[src/hw/rtl/stx_pkg.sv]
package stx_pkg;

  // Frame format
  localparam int unsigned MaxPayload = 60;
  localparam int unsigned StoreDepth = 64;
  localparam int unsigned AddrW      = $clog2(StoreDepth);
  localparam int unsigned CntW       = 7;
  localparam int unsigned PlenW      = 6;
  localparam int unsigned PcW        = 2;

  localparam logic [7:0] StartMark = 8'h02;
  localparam logic [7:0] EndMark   = 8'h03;

  // Status codes reported in the status word
  typedef enum logic [2:0] {
    StOk       = 3'd0,
    StBadStart = 3'd1,
    StLen      = 3'd2,
    StChk      = 3'd3,
    StOvf      = 3'd4
  } status_e;

  // Microcode: condition that lets a step advance
  typedef enum logic [1:0] {
    AdvAlways  = 2'd0,
    AdvClose   = 2'd1,
    AdvOutFree = 2'd2
  } adv_e;

  // Microcode: condition that selects the jump target
  typedef enum logic [1:0] {
    JmpNever    = 2'd0,
    JmpPlenZero = 2'd1,
    JmpMore     = 2'd2
  } jmp_e;

  // Microcode addresses
  localparam logic [PcW-1:0] PcIdle   = 2'd0;
  localparam logic [PcW-1:0] PcStatus = 2'd1;
  localparam logic [PcW-1:0] PcRead   = 2'd2;
  localparam logic [PcW-1:0] PcEmit   = 2'd3;

  // Datapath controls driven by the current control word
  typedef struct packed {
    logic accept;
    logic emit_sts;
    logic rd_req;
    logic emit_body;
  } ctl_t;

  // Datapath flags seen by the sequencer
  typedef struct packed {
    logic close_acc;
    logic out_free;
    logic plen_zero;
    logic more;
  } flags_t;

  typedef struct packed {
    ctl_t            ctl;
    adv_e            adv;
    jmp_e            jmp;
    logic [PcW-1:0]  jmp_tgt;
    logic [PcW-1:0]  seq_tgt;
  } ucode_t;

  // Control store
  function automatic ucode_t ucode_rom(input logic [PcW-1:0] pc);
    ucode_t uc;
    uc = '0;
    unique case (pc)
      // collect bytes until the end mark
      PcIdle: begin
        uc.ctl.accept = 1'b1;
        uc.adv        = AdvClose;
        uc.jmp        = JmpNever;
        uc.jmp_tgt    = PcIdle;
        uc.seq_tgt    = PcStatus;
      end
      // send the status word; done if no payload
      PcStatus: begin
        uc.ctl.emit_sts = 1'b1;
        uc.adv          = AdvOutFree;
        uc.jmp          = JmpPlenZero;
        uc.jmp_tgt      = PcIdle;
        uc.seq_tgt      = PcRead;
      end
      // fetch the next payload byte
      PcRead: begin
        uc.ctl.rd_req = 1'b1;
        uc.adv        = AdvAlways;
        uc.jmp        = JmpNever;
        uc.jmp_tgt    = PcRead;
        uc.seq_tgt    = PcEmit;
      end
      // send it; loop while bytes remain
      PcEmit: begin
        uc.ctl.emit_body = 1'b1;
        uc.adv           = AdvOutFree;
        uc.jmp           = JmpMore;
        uc.jmp_tgt       = PcRead;
        uc.seq_tgt       = PcIdle;
      end
      default: uc = '0;
    endcase
    return uc;
  endfunction

endpackage

[src/hw/rtl/stx_ram.sv]
module stx_ram #(
  parameter int unsigned Width = 8,
  parameter int unsigned Depth = 64
) (
  input  logic                     clk_i,
  input  logic                     wr_en_i,
  input  logic [$clog2(Depth)-1:0] wr_addr_i,
  input  logic [Width-1:0]         wr_data_i,
  input  logic                     rd_en_i,
  input  logic [$clog2(Depth)-1:0] rd_addr_i,
  output logic [Width-1:0]         rd_data_o
);

  logic [Width-1:0] mem_q [Depth];
  logic [Width-1:0] rd_data_q;

  // Write port
  always_ff @(posedge clk_i) begin
    if (wr_en_i) begin
      mem_q[wr_addr_i] <= wr_data_i;
    end
  end

  // Registered read port
  always_ff @(posedge clk_i) begin
    if (rd_en_i) begin
      rd_data_q <= mem_q[rd_addr_i];
    end
  end

  assign rd_data_o = rd_data_q;

endmodule

[src/hw/rtl/stx_useq.sv]
module stx_useq import stx_pkg::*; (
  input  logic   clk_i,
  input  logic   rst_ni,
  input  flags_t flags_i,
  output ctl_t   ctl_o
);

  logic [PcW-1:0] pc_q, pc_d;
  ucode_t         uc;
  logic           adv;
  logic           jmp;

  assign uc    = ucode_rom(pc_q);
  assign ctl_o = uc.ctl;

  // Evaluate advance and jump conditions
  always_comb begin
    unique case (uc.adv)
      AdvAlways:  adv = 1'b1;
      AdvClose:   adv = flags_i.close_acc;
      AdvOutFree: adv = flags_i.out_free;
      default:    adv = 1'b0;
    endcase
    unique case (uc.jmp)
      JmpNever:    jmp = 1'b0;
      JmpPlenZero: jmp = flags_i.plen_zero;
      JmpMore:     jmp = flags_i.more;
      default:     jmp = 1'b0;
    endcase
  end

  // Next step
  always_comb begin
    pc_d = pc_q;
    if (adv) begin
      pc_d = jmp ? uc.jmp_tgt : uc.seq_tgt;
    end
  end

  always_ff @(posedge clk_i or negedge rst_ni) begin
    if (!rst_ni) begin
      pc_q <= PcIdle;
    end else begin
      pc_q <= pc_d;
    end
  end

endmodule

[src/hw/rtl/stx_dp.sv]
module stx_dp import stx_pkg::*; (
  input  logic             clk_i,
  input  logic             rst_ni,
  input  ctl_t             ctl_i,
  output flags_t           flags_o,
  input  logic             in_valid_i,
  input  logic [7:0]       rx_byte_i,
  input  logic             out_stall_i,
  output logic             out_valid_o,
  output logic             is_status_o,
  output logic [2:0]       status_o,
  output logic [PlenW-1:0] payload_length_o,
  output logic [7:0]       out_byte_o,
  output logic             last_o
);

  localparam logic [CntW-1:0] CntLimit = CntW'(MaxPayload + 3);

  // Frame state
  logic [CntW-1:0]  cnt_q, cnt_d;
  logic [7:0]       start_q, start_d;
  logic [7:0]       len_q, len_d;
  logic [7:0]       xor_q, xor_d;
  logic             ovf_q, ovf_d;
  // Closed-frame result and body index
  status_e          sts_q, sts_d;
  logic [PlenW-1:0] plen_q, plen_d;
  logic [AddrW-1:0] idx_q, idx_d;
  // Output word register
  logic             ovld_q, ovld_d;
  logic             oiss_q, oiss_d;
  logic [2:0]       osts_q, osts_d;
  logic [PlenW-1:0] oplen_q, oplen_d;
  logic [7:0]       obyte_q, obyte_d;
  logic             olast_q, olast_d;

  logic             acc;
  logic             close_acc;
  logic             data_acc;
  logic             out_free;
  logic             load_sts;
  logic             load_body;
  logic             more;
  logic             wr_en;
  logic [CntW-1:0]  wr_off;
  logic [7:0]       rd_data;
  status_e          sts_calc;
  logic [PlenW-1:0] plen_calc;

  assign acc       = in_valid_i && ctl_i.accept;
  assign close_acc = acc && (rx_byte_i == EndMark);
  assign data_acc  = acc && (rx_byte_i != EndMark);
  assign out_free  = !ovld_q || !out_stall_i;
  assign load_sts  = ctl_i.emit_sts && out_free;
  assign load_body = ctl_i.emit_body && out_free;
  assign more      = ({1'b0, idx_q} + (AddrW + 1)'(1)) != (AddrW + 1)'(plen_q);

  assign flags_o.close_acc = close_acc;
  assign flags_o.out_free  = out_free;
  assign flags_o.plen_zero = (plen_q == '0);
  assign flags_o.more      = more;

  // Body store write: frame byte i+2 goes to entry i
  assign wr_off = cnt_q - CntW'(2);
  assign wr_en  = data_acc && (cnt_q < CntLimit) && (cnt_q >= CntW'(2));

  stx_ram #(
    .Width (8),
    .Depth (StoreDepth)
  ) u_body (
    .clk_i     (clk_i),
    .wr_en_i   (wr_en),
    .wr_addr_i (wr_off[AddrW-1:0]),
    .wr_data_i (rx_byte_i),
    .rd_en_i   (ctl_i.rd_req),
    .rd_addr_i (idx_q),
    .rd_data_o (rd_data)
  );

  // Check the frame in decode order
  always_comb begin
    plen_calc = '0;
    priority if (ovf_q) begin
      sts_calc = StOvf;
    end else if (cnt_q == '0 || start_q != StartMark) begin
      sts_calc = StBadStart;
    end else if (cnt_q < CntW'(2) ||
                 ({1'b0, len_q} + 9'd4) != (9'(cnt_q) + 9'd1)) begin
      sts_calc = StLen;
    end else if (xor_q != '0) begin
      sts_calc = StChk;
    end else begin
      sts_calc  = StOk;
      plen_calc = len_q[PlenW-1:0];
    end
  end

  // Collect bytes; clear the frame on close; step the body index per payload load
  always_comb begin
    cnt_d   = cnt_q;
    start_d = start_q;
    len_d   = len_q;
    xor_d   = xor_q;
    ovf_d   = ovf_q;
    sts_d   = sts_q;
    plen_d  = plen_q;
    idx_d   = idx_q;
    if (close_acc) begin
      sts_d   = sts_calc;
      plen_d  = plen_calc;
      idx_d   = '0;
      cnt_d   = '0;
      start_d = '0;
      len_d   = '0;
      xor_d   = '0;
      ovf_d   = 1'b0;
    end else if (data_acc) begin
      if (cnt_q >= CntLimit) begin
        ovf_d = 1'b1;
      end else begin
        if (cnt_q == '0) begin
          start_d = rx_byte_i;
        end else if (cnt_q == CntW'(1)) begin
          len_d = rx_byte_i;
        end else begin
          xor_d = xor_q ^ rx_byte_i;
        end
        cnt_d = cnt_q + CntW'(1);
      end
    end
    if (load_body) begin
      idx_d = idx_q + AddrW'(1);
    end
  end

  // Output word register
  always_comb begin
    ovld_d  = ovld_q;
    oiss_d  = oiss_q;
    osts_d  = osts_q;
    oplen_d = oplen_q;
    obyte_d = obyte_q;
    olast_d = olast_q;
    if (load_sts) begin
      ovld_d  = 1'b1;
      oiss_d  = 1'b1;
      osts_d  = sts_q;
      oplen_d = plen_q;
      obyte_d = '0;
      olast_d = (plen_q == '0);
    end else if (load_body) begin
      ovld_d  = 1'b1;
      oiss_d  = 1'b0;
      osts_d  = StOk;
      oplen_d = plen_q;
      obyte_d = rd_data;
      olast_d = !more;
    end else if (!out_stall_i) begin
      ovld_d = 1'b0;
    end
  end

  always_ff @(posedge clk_i or negedge rst_ni) begin
    if (!rst_ni) begin
      cnt_q   <= '0;
      start_q <= '0;
      len_q   <= '0;
      xor_q   <= '0;
      ovf_q   <= 1'b0;
      sts_q   <= StOk;
      plen_q  <= '0;
      idx_q   <= '0;
      ovld_q  <= 1'b0;
    end else begin
      cnt_q   <= cnt_d;
      start_q <= start_d;
      len_q   <= len_d;
      xor_q   <= xor_d;
      ovf_q   <= ovf_d;
      sts_q   <= sts_d;
      plen_q  <= plen_d;
      idx_q   <= idx_d;
      ovld_q  <= ovld_d;
    end
  end

  always_ff @(posedge clk_i) begin
    oiss_q  <= oiss_d;
    osts_q  <= osts_d;
    oplen_q <= oplen_d;
    obyte_q <= obyte_d;
    olast_q <= olast_d;
  end

  assign out_valid_o      = ovld_q;
  assign is_status_o      = oiss_q;
  assign status_o         = osts_q;
  assign payload_length_o = oplen_q;
  assign out_byte_o       = obyte_q;
  assign last_o           = olast_q;

endmodule

[src/hw/rtl/stx_etx_frame_receiver.sv]
// Input: one byte per cycle while a frame is being collected.
// The end mark latches the result; the status step then loads the status word
// once the output is free. Each payload word takes a body store read step, then
// an output load; the input stalls from the end mark until the last word loads.
// Reset clears the sequencer, frame state and output valid; the body store
// is not cleared, and no step reads an entry not written in the same frame.
module stx_etx_frame_receiver import stx_pkg::*; (
  input  logic             clk_i,
  input  logic             rst_ni,
  input  logic             in_valid_i,
  output logic             in_stall_o,
  input  logic [7:0]       rx_byte_i,
  output logic             out_valid_o,
  input  logic             out_stall_i,
  output logic             is_status_o,
  output logic [2:0]       status_o,
  output logic [PlenW-1:0] payload_length_o,
  output logic [7:0]       out_byte_o,
  output logic             last_o
);

  ctl_t   ctl;
  flags_t flags;

  stx_useq u_useq (
    .clk_i   (clk_i),
    .rst_ni  (rst_ni),
    .flags_i (flags),
    .ctl_o   (ctl)
  );

  stx_dp u_dp (
    .clk_i            (clk_i),
    .rst_ni           (rst_ni),
    .ctl_i            (ctl),
    .flags_o          (flags),
    .in_valid_i       (in_valid_i),
    .rx_byte_i        (rx_byte_i),
    .out_stall_i      (out_stall_i),
    .out_valid_o      (out_valid_o),
    .is_status_o      (is_status_o),
    .status_o         (status_o),
    .payload_length_o (payload_length_o),
    .out_byte_o       (out_byte_o),
    .last_o           (last_o)
  );

  // Take input only in the collect step
  assign in_stall_o = !ctl.accept;

  // Input blocks right after a frame closes
  a_close_stalls: assert property (@(posedge clk_i) disable iff (!rst_ni)
    flags.close_acc |=> in_stall_o)
    else $error("input not stalled after frame close");

  // A status word with payload behind it is never last
  a_status_last: assert property (@(posedge clk_i) disable iff (!rst_ni)
    (out_valid_o && is_status_o && payload_length_o != '0) |-> !last_o)
    else $error("status word marked last ahead of payload");

  // Payload words belong to a good, non-empty frame
  a_body_ok: assert property (@(posedge clk_i) disable iff (!rst_ni)
    (out_valid_o && !is_status_o) |-> (status_o == StOk && payload_length_o != '0))
    else $error("payload word outside a good frame");

endmodule
[config.mk]
export PLATFORM = sky130hd
export DESIGN_NAME = stx_etx_frame_receiver
export DESIGN_NICKNAME = d
export VERILOG_FILES = /design/src/hw/rtl/stx_pkg.sv /design/src/hw/rtl/stx_ram.sv /design/src/hw/rtl/stx_useq.sv /design/src/hw/rtl/stx_dp.sv /design/src/hw/rtl/stx_etx_frame_receiver.sv
export SDC_FILE = /design/constraint.sdc
export NUM_CORES = 1
export LEC_CHECK = 0
export ABC_CLOCK_PERIOD_IN_PS = 4500
export CORE_UTILIZATION = 55
export CTS_CLUSTER_DIAMETER = 80
export DETAILED_ROUTE_END_ITERATION = 10
export DONT_BUFFER_PORTS = 1
export PLACE_DENSITY = 0.7
export SYNTH_ARGS = -nofsm -noshare
export SYNTH_HDL_FRONTEND = slang
export SYNTH_SLANG_ARGS = --single-unit
[constraint.sdc]
create_clock -name clk_i -period 4.5 [get_ports clk_i]
set_input_delay 0.675 -clock clk_i [delete_from_list [all_inputs] [get_ports clk_i]]
set_output_delay 0.675 -clock clk_i [all_outputs]
set_load 0.05 [all_outputs]
## Word-level counts from Yosys, hierarchy flattened

Memories as Yosys holds them, arrays and structs flattened. A register that Yosys moved wholly into a read port is not among the register bits.
Cells that the tools add are included.

| word-level totals | value |
|---|---|
| flip-flop bits (word level) | 69 |
| memory bits (writable) | 512 |
| bits of input ports | 12 |
| output and inout port bits | 21 |
| word-level logic and storage cells | 123 |
| memories | 1 |

| cells by class | value |
|---|---|
| add/sub/neg operators | 6 |
| order comparisons | 4 |
| equality and inequality tests | 17 |
| multiplexer cells | 49 |
| bitwise gates (word level) | 1 |
| reductions and logical operators | 30 |

Memories:

| name | depth | width | rd ports | clocked after Yosys merged registers in | write ports | RTL line | source |
|---|---|---|---|---|---|---|---|
| u_dp.u_body.mem_q | 64 | 8 | 1 | 1 | 1 | stx_ram.sv:14 | `logic [Width-1:0] mem_q [Depth];` |

Operators by type and width:

| cell | count |
|---|---|
| 2-to-1 mux 8 bit | 14 |
| 2-to-1 mux 6 bit | 8 |
| one-hot mux 8 bit (4 select lines) | 1 |
| 2-to-1 mux 7 bit | 3 |
| inequality test 8 x 2 -> 1 bit, second input constant | 2 |
| 2-to-1 mux 3 bit | 5 |
| 2-to-1 mux 1 bit | 14 |
| nonzero test 2 bit | 6 |
| adder 8 x 3 -> 9 bit, second input constant | 1 |
| inequality test 9 bit | 1 |
| adder 7 x 1 -> 8 bit, second input constant | 1 |
| equality test 2 bit, second input constant | 4 |
| equality test 8 x 2 -> 1 bit, second input constant | 1 |
| AND reduction 4 bit | 2 |
| nonzero test 8 bit | 1 |
| bitwise XOR 8 bit | 1 |
| adder 6 x 1 -> 7 bit, second input constant | 1 |
| adder 7 x 1 -> 7 bit, second input constant | 1 |
| equality test 7 x 1 -> 1 bit, second input constant | 1 |
| >= comparator 7 x 2 -> 1 bit, second input constant | 1 |
| >= comparator 7 x 6 -> 1 bit, second input constant | 1 |
| logical AND 1 bit | 7 |
| zero test 7 bit | 1 |
| less-than comparator 7 x 2 -> 1 bit, second input constant | 1 |
| 16 further kinds | 28 |

## Logic depth before layout (Yosys ltp)

Gate-level depths: netlist of run 1.

| logic depth | value |
|---|---|
| depth in word-level cells | 8 |
| mapped depth | 11 |
| mapped depth without buffers | 8 |

## Cells and area by module

From an unflattened synthesis of run 1, not the netlist that was laid out.

| unflattened totals | value |
|---|---|
| cell total of the unflattened synthesis | 1295 |
| area total of the unflattened synthesis | 23772.8 um^2 |

By module, submodules not included:

| module | instances | cells an instance | area an instance (um^2) | seq. area each (um^2) |
|---|---|---|---|---|
| stx_ram | 1 | 940 | 20246.9 | 15615.0 |
| stx_dp | 1 | 336 | 3329.4 | 1681.6 |
| stx_useq | 1 | 18 | 192.7 | 50.0 |
| stx_etx_frame_receiver | 1 | 1 | 3.8 | 0.0 |

## Least setup slack after synthesis of run 1

OpenSTA, ideal clock, no wires.

| timing path | value |
|---|---|
| kind | reg-to-reg |
| start | register u_dp.cnt_q[1] |
| end | memory u_dp.u_body.mem_q[28][0], enable pin |
| library setup time | 296 ps |
| arrival time | 2040 ps |
| required time | 4204 ps |
| slack | 2164 ps |
| cell stages (with the launch flop) | 7 |
| path buffers | 0 |
| period minus slack after synthesis | 2336 ps |
| path through | dfrtp_1 or4_1 or4_1 and4_4 and2_4 nand3_2 nor2_1 |

| between the ends | value |
|---|---|
| word-level cells in the longest chain between the ends | 5 |
| elaborated cells on any way between the ends | 7 |
| classes of those cells | 1 x add/sub; 2 x order compare; 2 x mux; 2 x reduce/logical |

Ends and longest elaborated chain:

| element | RTL line | source |
|---|---|---|
| from (decl) | stx_dp.sv:20 | `logic [CntW-1:0] cnt_q, cnt_d;` |
| from (signal assigned) | stx_dp.sv:175 | `cnt_q <= cnt_d;` |
| less-than comparator 7 x 6 -> 1 bit | stx_dp.sv:65 | `assign wr_en = data_acc && (cnt_q < CntLimit) && (cnt_q >= CntW'(2));` |
| logical AND 1 bit (2 in series) | stx_dp.sv:65 |  |
| 2-to-1 mux 1 bit | stx_ram.sv:19 | `if (wr_en_i) begin` |
| 2-to-1 mux 1 bit (not written as such) | stx_ram.sv:20 | `mem_q[wr_addr_i] <= wr_data_i;` |
| to (decl) | stx_ram.sv:14 |  |

Several ways; a longest one is shown, not always the timed one.

## Worst setup path after layout of run 1

| timing path | value |
|---|---|
| start | register u_dp.cnt_q[2] |
| end | memory u_dp.u_body.mem_q[9][3], enable pin |

The elaborated chain is that of the path after synthesis.

==> impl_results.md, run 1 <==
* Status: finished, final reports clean
* Total number of vias at 11892
* Die area at 0.0438 mm2
* Layout Cells excl Fill at 1878
* Drt first pass iters at 5
* Dpl cells at 1772
* Die Y at around 210 um
* R2r endpoint: u_dp.u_body.mem_q[9][3]$_DFFE_PP_
* Post-cts gate resize count at 0
* Number of cells on the worst hold path at 0
* DRT iter0 DRCs at 1229
* DRT Wirelength at 51200 um
* Most common cell after layout, fill and taps aside: edfxtp_1
* Post-Synth XOR/XNOR Area at 0.0126
* Clock skew at 0.0116 ns
* I/O Buffers at 0
* Worst Hold Class: input port to register
* Required time of the critical path at ~5 ns
* EDFF count, synth at 530
* Reg2reg start: u_dp.cnt_q[2]$_DFFE_PN0P_
* Vias in the first global route at around 12000
* Hold worst-path end: u_dp.u_body.mem_q[30][5]$_DFFE_PP_
* FF-to-FF setup slack at 1.45 ns
* # nets final at ~1300
* CP Capture Type: register
* Ys Warns at 0
* Core ar. at ~0.042 mm2
* Largest net degree at the start of global routing at 69
* Clock buffer depth at 3
* Io pins at 33
* Post-Synthesis Cells at 1251
* Drt drc at 0
* Initial Util at 0.561
* Final Hold Fails at 0
* Worst-Margin Slew at ~1.0 ns
* Worst EP arrival at 3.42 ns
* Root buf cell: clkbuf_16
* Setup TNS Final at 0 ns
* # Post-CTS Setup Buffers at 0
* Final Max Slew Viols at 0
* Register Area at 0.0174 mm2
* Skew-Pair Late Insertion Delay at 0.60 ns
* Share of cells above drive strength 1 at 0.219
* DPL Wire Length at 30700 um
* Crit path kind: register to register
* RSZ-0062 raised after global routing: no
* Final ANT Viol Nets at 0
* Area growth, synth to finish at 11.4%
* Mux share of post-synthesis cell area at 0.157
* Worst relative slew slack at 0.309
* Max Fanout on Critical Path at 14
* Gr ovfl total at 0
* Unique masters post-synth at 63
* Layout fillers at 2965
* Most frequent cells in the layout: edfxtp_1, mux4_2, nor2_1, nand2_1, clkbuf_16
* Crit share post-route at 0.678
* Maximum capacitance violations at 0
* P per Cell Area at 575 mW/mm2
* Post-synthesis simple-gate area fraction at 0.0483
* Main combinational cell family by area after synthesis: multiplexers
* H-Tree Depth at 2
* Routed len/inst at 27.3 um
* Final GP Congestion at 0.786
* Antenna cell count at 0
* Tot GR Track Use at 0.244
* Final instance area at 0.0263 mm2
* Mapped cell area at roughly 0.024 mm2
* Die width at 209 um
* Yosys reg bits at 589
* R2R depth at 6
* Sequential element share of the synthesized area at 0.734
* CTS tree: built
* Final core utilization at 0.625
* Leak Pwr at about 8.5 nW
* Final worst path period need at 3.05 ns
* First-pass GRT wire length at 77900 um
* Initial antenna violation count at 0
* CTS Buf Count at between 50 and 60
* Final Setup Violations at 0
* Asr flop ratio synth at 0.0849
* Area of the multi-input gates at between 0.005 and 0.006 mm2
* Row count at 75
* Vias per cell at 6.33
* Reg clk slew, reported paths at 0.06 ns
* Peak supply drop at between 0.0004 and 0.0005 V
* CTS Hold Bufs at 2
* Hold Crit Start: rx_byte_i[5]
* CP Launch Type: register
* Ys flop type: edfxtp_1
* Clk sinks at between 500 and 600
* Max frequency at ~330 MHz
* Post-DP Area at 0.0244 mm2
* Syn Area/Cell at 18.9 um2
* Post-synthesis compound-gate area fraction at 0.0280
* Adder-Cell Fraction of Synth Area at 0.00635
[how the worst max path moves through the flow]
stage / startpoint / end / slack, ns / cells past startpoint
final: u_dp.cnt_q[2]$_DFFE_PN0P_ / u_dp.u_body.mem_q[9][3]$_DFFE_PP_ / 1.45 / 6
after global routing: u_dp.idx_q[1]$_DFFE_PN0P_ / u_useq.pc_q[1]$_DFFE_PN0P_ / 1.20 / 7
after CTS: u_dp.idx_q[0]$_DFFE_PN0P_ / u_dp.u_body.rd_data_o[0]$_DFFE_PP_ / 1.43 / 6
after detailed placement: u_dp.idx_q[0]$_DFFE_PN0P_ / u_dp.u_body.rd_data_o[0]$_DFFE_PP_ / 1.44 / 6
after global placement: u_dp.idx_q[0]$_DFFE_PN0P_ / u_dp.u_body.rd_data_o[6]$_DFFE_PP_ / 1.46 / 5
after floorplan: u_dp.cnt_q[1]$_DFFE_PN0P_ / u_dp.u_body.mem_q[28][0]$_DFFE_PP_ / 2.16 / 6
[stage by stage]
step | power, mW | hold slack [ns] | worst slack [ns]
floorplan | 9.50 | 0.379 | 2.16
global placement | 10.4 | 0.381 | 1.46
detailed placement | 10.4 | 0.381 | 1.44
CTS | 15.2 | 0.144 | 1.43
global route | 15.7 | 0.142 | 1.20
finish | 15.1 | 0.176 | 1.45
[metal layers]
metal,up-vias,wire (um),GRT usage
met2,451,25000,0.388
li1,5078,-,-
met5,-,0,0
met1,6292,22000,0.362
met4,0,976,0.0576
met3,71,3320,0.0391
[cells in the mapped netlist (3+ instances only)]
| master | instances | area share |
|---|---|---|
| edfxtp_1 | 530 | 0.67 |
| mux4_2 | 144 | 0.14 |
| nor2_1 | 99 | 0.016 |
| nand2_1 | 83 | 0.013 |
| dfrtp_1 | 50 | 0.053 |
| o21ai_0 | 35 | 0.0074 |
| clkbuf_1 | 27 | 0.0043 |
| mux2i_1 | 27 | 0.011 |
| a21oi_1 | 23 | 0.0049 |
| buf_2 | 20 | 0.0042 |
| xnor2_1 | 18 | 0.0067 |
| xor2_1 | 16 | 0.0059 |
| nand3_1 | 13 | 0.0028 |
| ha_1 | 12 | 0.0064 |
| inv_1 | 10 | 0.0016 |
| a22oi_1 | 9 | 0.0029 |
| and3_1 | 9 | 0.0024 |
| dfxtp_1 | 9 | 0.0076 |
| mux2_2 | 9 | 0.0043 |
| a221oi_1 | 8 | 0.0030 |
| nand4_1 | 8 | 0.0021 |
| o21ai_1 | 8 | 0.0017 |
| buf_1 | 7 | 0.0011 |
| mux2_4 | 6 | 0.0038 |
| or4_1 | 6 | 0.0019 |
| and2_1 | 5 | 0.0013 |
| a31oi_1 | 3 | 0.00079 |
| buf_4 | 3 | 0.00095 |
| nand2_2 | 3 | 0.00079 |
| nand3_2 | 3 | 0.0013 |
| nand3b_1 | 3 | 0.00095 |
| nor3_1 | 3 | 0.00063 |
| nor4_1 | 3 | 0.00079 |
| o31ai_1 | 3 | 0.00095 |
[state kept, by name, summed over array words and instances, names as in the netlist]
signal                 count
u_dp.u_body.mem_q        512
u_dp.len_q                 8
u_dp.out_byte_o            8
u_dp.start_q               8
u_dp.u_body.rd_data_o      8
u_dp.xor_q                 8
u_dp.cnt_q                 7
u_dp.idx_q                 6
u_dp.payload_length_o      6
u_dp.plen_q                6
u_dp.status_o              3
u_dp.sts_q                 3
u_useq.pc_q                2
u_dp.is_status_o           1
u_dp.last_o                1
u_dp.out_valid_o           1
u_dp.ovf_q                 1
[critical path, stage by stage (launching register included)]
cell     delay [ns]
dfrtp_1        0.53
or4_1          0.64
or4_1          0.42
and4_4         0.20
nand3_1        0.53
nor2_1         0.26
buf_4          0.23
[report_power, final]
| group | internal [mW] | switching [mW] | total [mW] |
|---|---|---|---|
| sequential | 6.29 | 0.687 | 6.98 |
| combinational | 1.67 | 1.63 | 3.31 |
| clock | 2.88 | 1.97 | 4.85 |
| total | 10.8 | 4.29 | 15.1 |
[logic make-up (layout without fill, tap and decap cells)]
kind of cell / after synthesis / after routing
AO/OA/AOI/OAI: 105 / 105
XOR/XNOR: 34 / 34
adder cells (fa/ha/maj): 12 / 12
buffers and inverters: 71 / 152
flip-flops: 589 / 589
multiplexers: 187 / 187
other: 1 / 8
AND/OR/NAND/NOR: 252 / 252
[cell type report]
class | count | share of cell area
inverter | 11 | 0.00157
timing repair buffer | 37 | 0.0138
sequential | 589 | 0.659
clock buffer | 66 | 0.0555
tap | 539 | 0.0256
clock inverter | 38 | 0.0164
multi-input combinational | 598 | 0.228
(Power assumes the default switching activity.)
==> run 2: changes to the inputs <==
--- a/config.mk
+++ b/config.mk
@@ -5,12 +5,12 @@
 export SDC_FILE = /design/constraint.sdc
 export NUM_CORES = 1
 export LEC_CHECK = 0
-export ABC_CLOCK_PERIOD_IN_PS = 4500
+export ABC_CLOCK_PERIOD_IN_PS = 2600
 export CORE_UTILIZATION = 55
 export CTS_CLUSTER_DIAMETER = 80
 export DETAILED_ROUTE_END_ITERATION = 10
 export DONT_BUFFER_PORTS = 1
-export PLACE_DENSITY = 0.7
+export PLACE_DENSITY = 0.73
 export SYNTH_ARGS = -nofsm -noshare
 export SYNTH_HDL_FRONTEND = slang
 export SYNTH_SLANG_ARGS = --single-unit
==> constraint.sdc (replaced) <==
create_clock -name clk_i -period 2.6 [get_ports clk_i]
set_input_delay 0.39 -clock clk_i [delete_from_list [all_inputs] [get_ports clk_i]]
set_output_delay 0.39 -clock clk_i [all_outputs]
set_load 0.05 [all_outputs]
==> impl_results.md, run 2 (synthesis results as in run 1) <==
* Layout fillers at 2765
* Setup TNS Final at 0 ns
* Routed len/inst at about 28 um
* Max reg flops at 512
* Row count at 75
* DRT Wirelength at 54000 um
* Final GP Congestion at 0.910
* Worst Setup SP: u_useq.pc_q[0]$_DFFE_PN0P_
* Area growth, synth to finish at 15.5%
* First-pass GRT wire length at approximately 80000 um
* Total number of vias at 12380
* Clock skew at 0.0102 ns
* Root buf cell: clkbuf_16
* Maximum capacitance violations at 0
* CTS tree: built
* R2r endpoint: u_dp.u_body.mem_q[12][5]$_DFFE_PP_
* Final Power at 27.3 mW
* Required time of the critical path at 2.84 ns
* CP max-delay cell: nor2_1
* Initial antenna violation count at 1
* Peak supply drop at ~0.0009 V
* Vias in the first global route at ~12000
* Max frequency at 387 MHz
* FF-to-FF setup slack at 0.02 ns
* Crit-path most repeated cell: nor2_1
* CTS Buf Count at 57
* I/O Buffers at 0
* Final Setup Violations at 0
* Final Hold Fails at 0
* H-Tree Depth at 2
* DRT iter0 DRCs at approximately 1500
* Layout Cells excl Fill at 1957
* RSZ-0062 raised after global routing: yes
* Biggest register: u_dp.u_body.mem_q
* P per Cell Area at 999 mW/mm2
* Hold Crit Start: rx_byte_i[2]
* # nets final at 1393
* Most frequent cells in the layout: edfxtp_1, mux4_2, buf_4, nand2_1, nor2_1
* Vias per cell at about 6.3
* CP top delay family: simple AND/OR/NAND/NOR gates
* Die area at 0.0438 mm2
* CP peak stage delay at 0.63 ns
* CP Capture Type: register
* Final ANT Viol Nets at 0
* Share of cells above drive strength 1 at 0.283
* Final Max Slew Viols at 0
* Final core utilization at 0.648
* Dpl cells at 1831
* Gr ovfl total at 0
* Initial Util at 0.561
* Drt first pass iters at 5
* DPL Wire Length at between 30000 and 40000 um
* Reg clk slew, reported paths at 0.06 ns
* Buffers & Inverters on Critical Path at 2
* Status: finished, final reports clean
* CP Launch Type: register
* Worst EP arrival at approximately 2.8 ns
* Worst-Margin Slew at 0.924 ns
* Worst relative slew slack at 0.382
* Largest net degree at the start of global routing at 67
* R2R depth at 9
* Most common cell after layout, fill and taps aside: edfxtp_1
* Area of the multi-input gates at 0.00608 mm2
* Hold worst-path end: u_dp.xor_q[2]$_DFFE_PN0P_
* Drt drc at 0
* Register Area at 0.0174 mm2
* Core ar. at about 0.042 mm2
* Clock buffer depth at 3
* Worst Hold Class: input port to register
* Leak Pwr at 9.01 nW
* Final worst path period need at 2.58 ns
* Skew-Pair Late Insertion Delay at 0.61 ns
* Die width at 209 um
* Crit path kind: register to register
* Number of cells on the worst hold path at 3
* Clk sinks at approximately 590
* Tot GR Track Use at 0.251
* Critical path cell sequence: inv_1 -> ha_1 -> nand2_1 -> nor2_1 -> and4_4 -> and2_4 -> nand3_2 -> buf_12 -> nor2_1
* Max Fanout on Critical Path at 8
* Antenna cell count at 0
* Io pins at 33
* Crit share post-route at 0.993
* Die Y at between 200 and 250 um
* Reg2reg start: u_useq.pc_q[0]$_DFFE_PN0P_
run 2: where the power goes:
group	internal, mW	switching, mW	leakage (nW)	total, mW
sequential	10.9	0.795	5.51	11.7
clock	4.81	3.52	0.918	8.33
combinational	3.59	3.67	2.58	7.26
run 2: final cells by class:
cell class / count / area share
clock buffer: 79 / 0.0601
tap: 539 / 0.0247
sequential: 589 / 0.635
inverter: 11 / 0.00151
clock inverter: 29 / 0.00957
timing repair buffer: 112 / 0.0461
multi-input combinational: 598 / 0.223
run 2: timing repair:
action | in CTS | in global routing
setup endpoints to repair | 17 | 266
hold buffers | 10 | 0
setup buffers | 0 | 6
hold endpoints to repair | 578 | 0
pin swaps | 0 | 1
gates cloned | 0 | 2
gates resized for setup | 3 | 27
run 2: worst max-delay path by stage:
stage	to	slack (ns)	cells past startpoint
after global routing	u_dp.u_body.mem_q[10][7]$_DFFE_PP_	-0.12	9
after CTS	u_dp.u_body.rd_data_o[0]$_DFFE_PP_	-0.0008	5
after detailed placement	u_dp.u_body.mem_q[10][0]$_DFFE_PP_	-0.07	9
final	u_dp.u_body.mem_q[12][5]$_DFFE_PP_	0.02	9
after global placement	u_dp.u_body.mem_q[10][0]$_DFFE_PP_	-0.05	9
after floorplan	u_dp.u_body.mem_q[28][0]$_DFFE_PP_	0.26	6
run 2: routing by layer:
layer / track usage / share of wire
met1: 0.361 / 0.41
met2: 0.395 / 0.48
met3: 0.0527 / 0.088
met4: 0.0690 / 0.021
met5: 0 / 0
run 2: stage by stage:
step	area, um2	hold WS [ns]	setup slack [ns]
6_report	27300	0.0138	0.0182
2_1_floorplan	23700	0.0944	0.264
5_1_grt	27300	0.0194	-0.124
3_3_place_gp	25000	0.0961	-0.0495
4_1_cts	27100	0.000603	-0.000836
3_5_place_dp	25000	0.0960	-0.0690
run 2: tightest hold or removal path: stages:
cell,delay [ns]
nand2_1,0.05
xor2_1,0.06
nor2_1,0.08
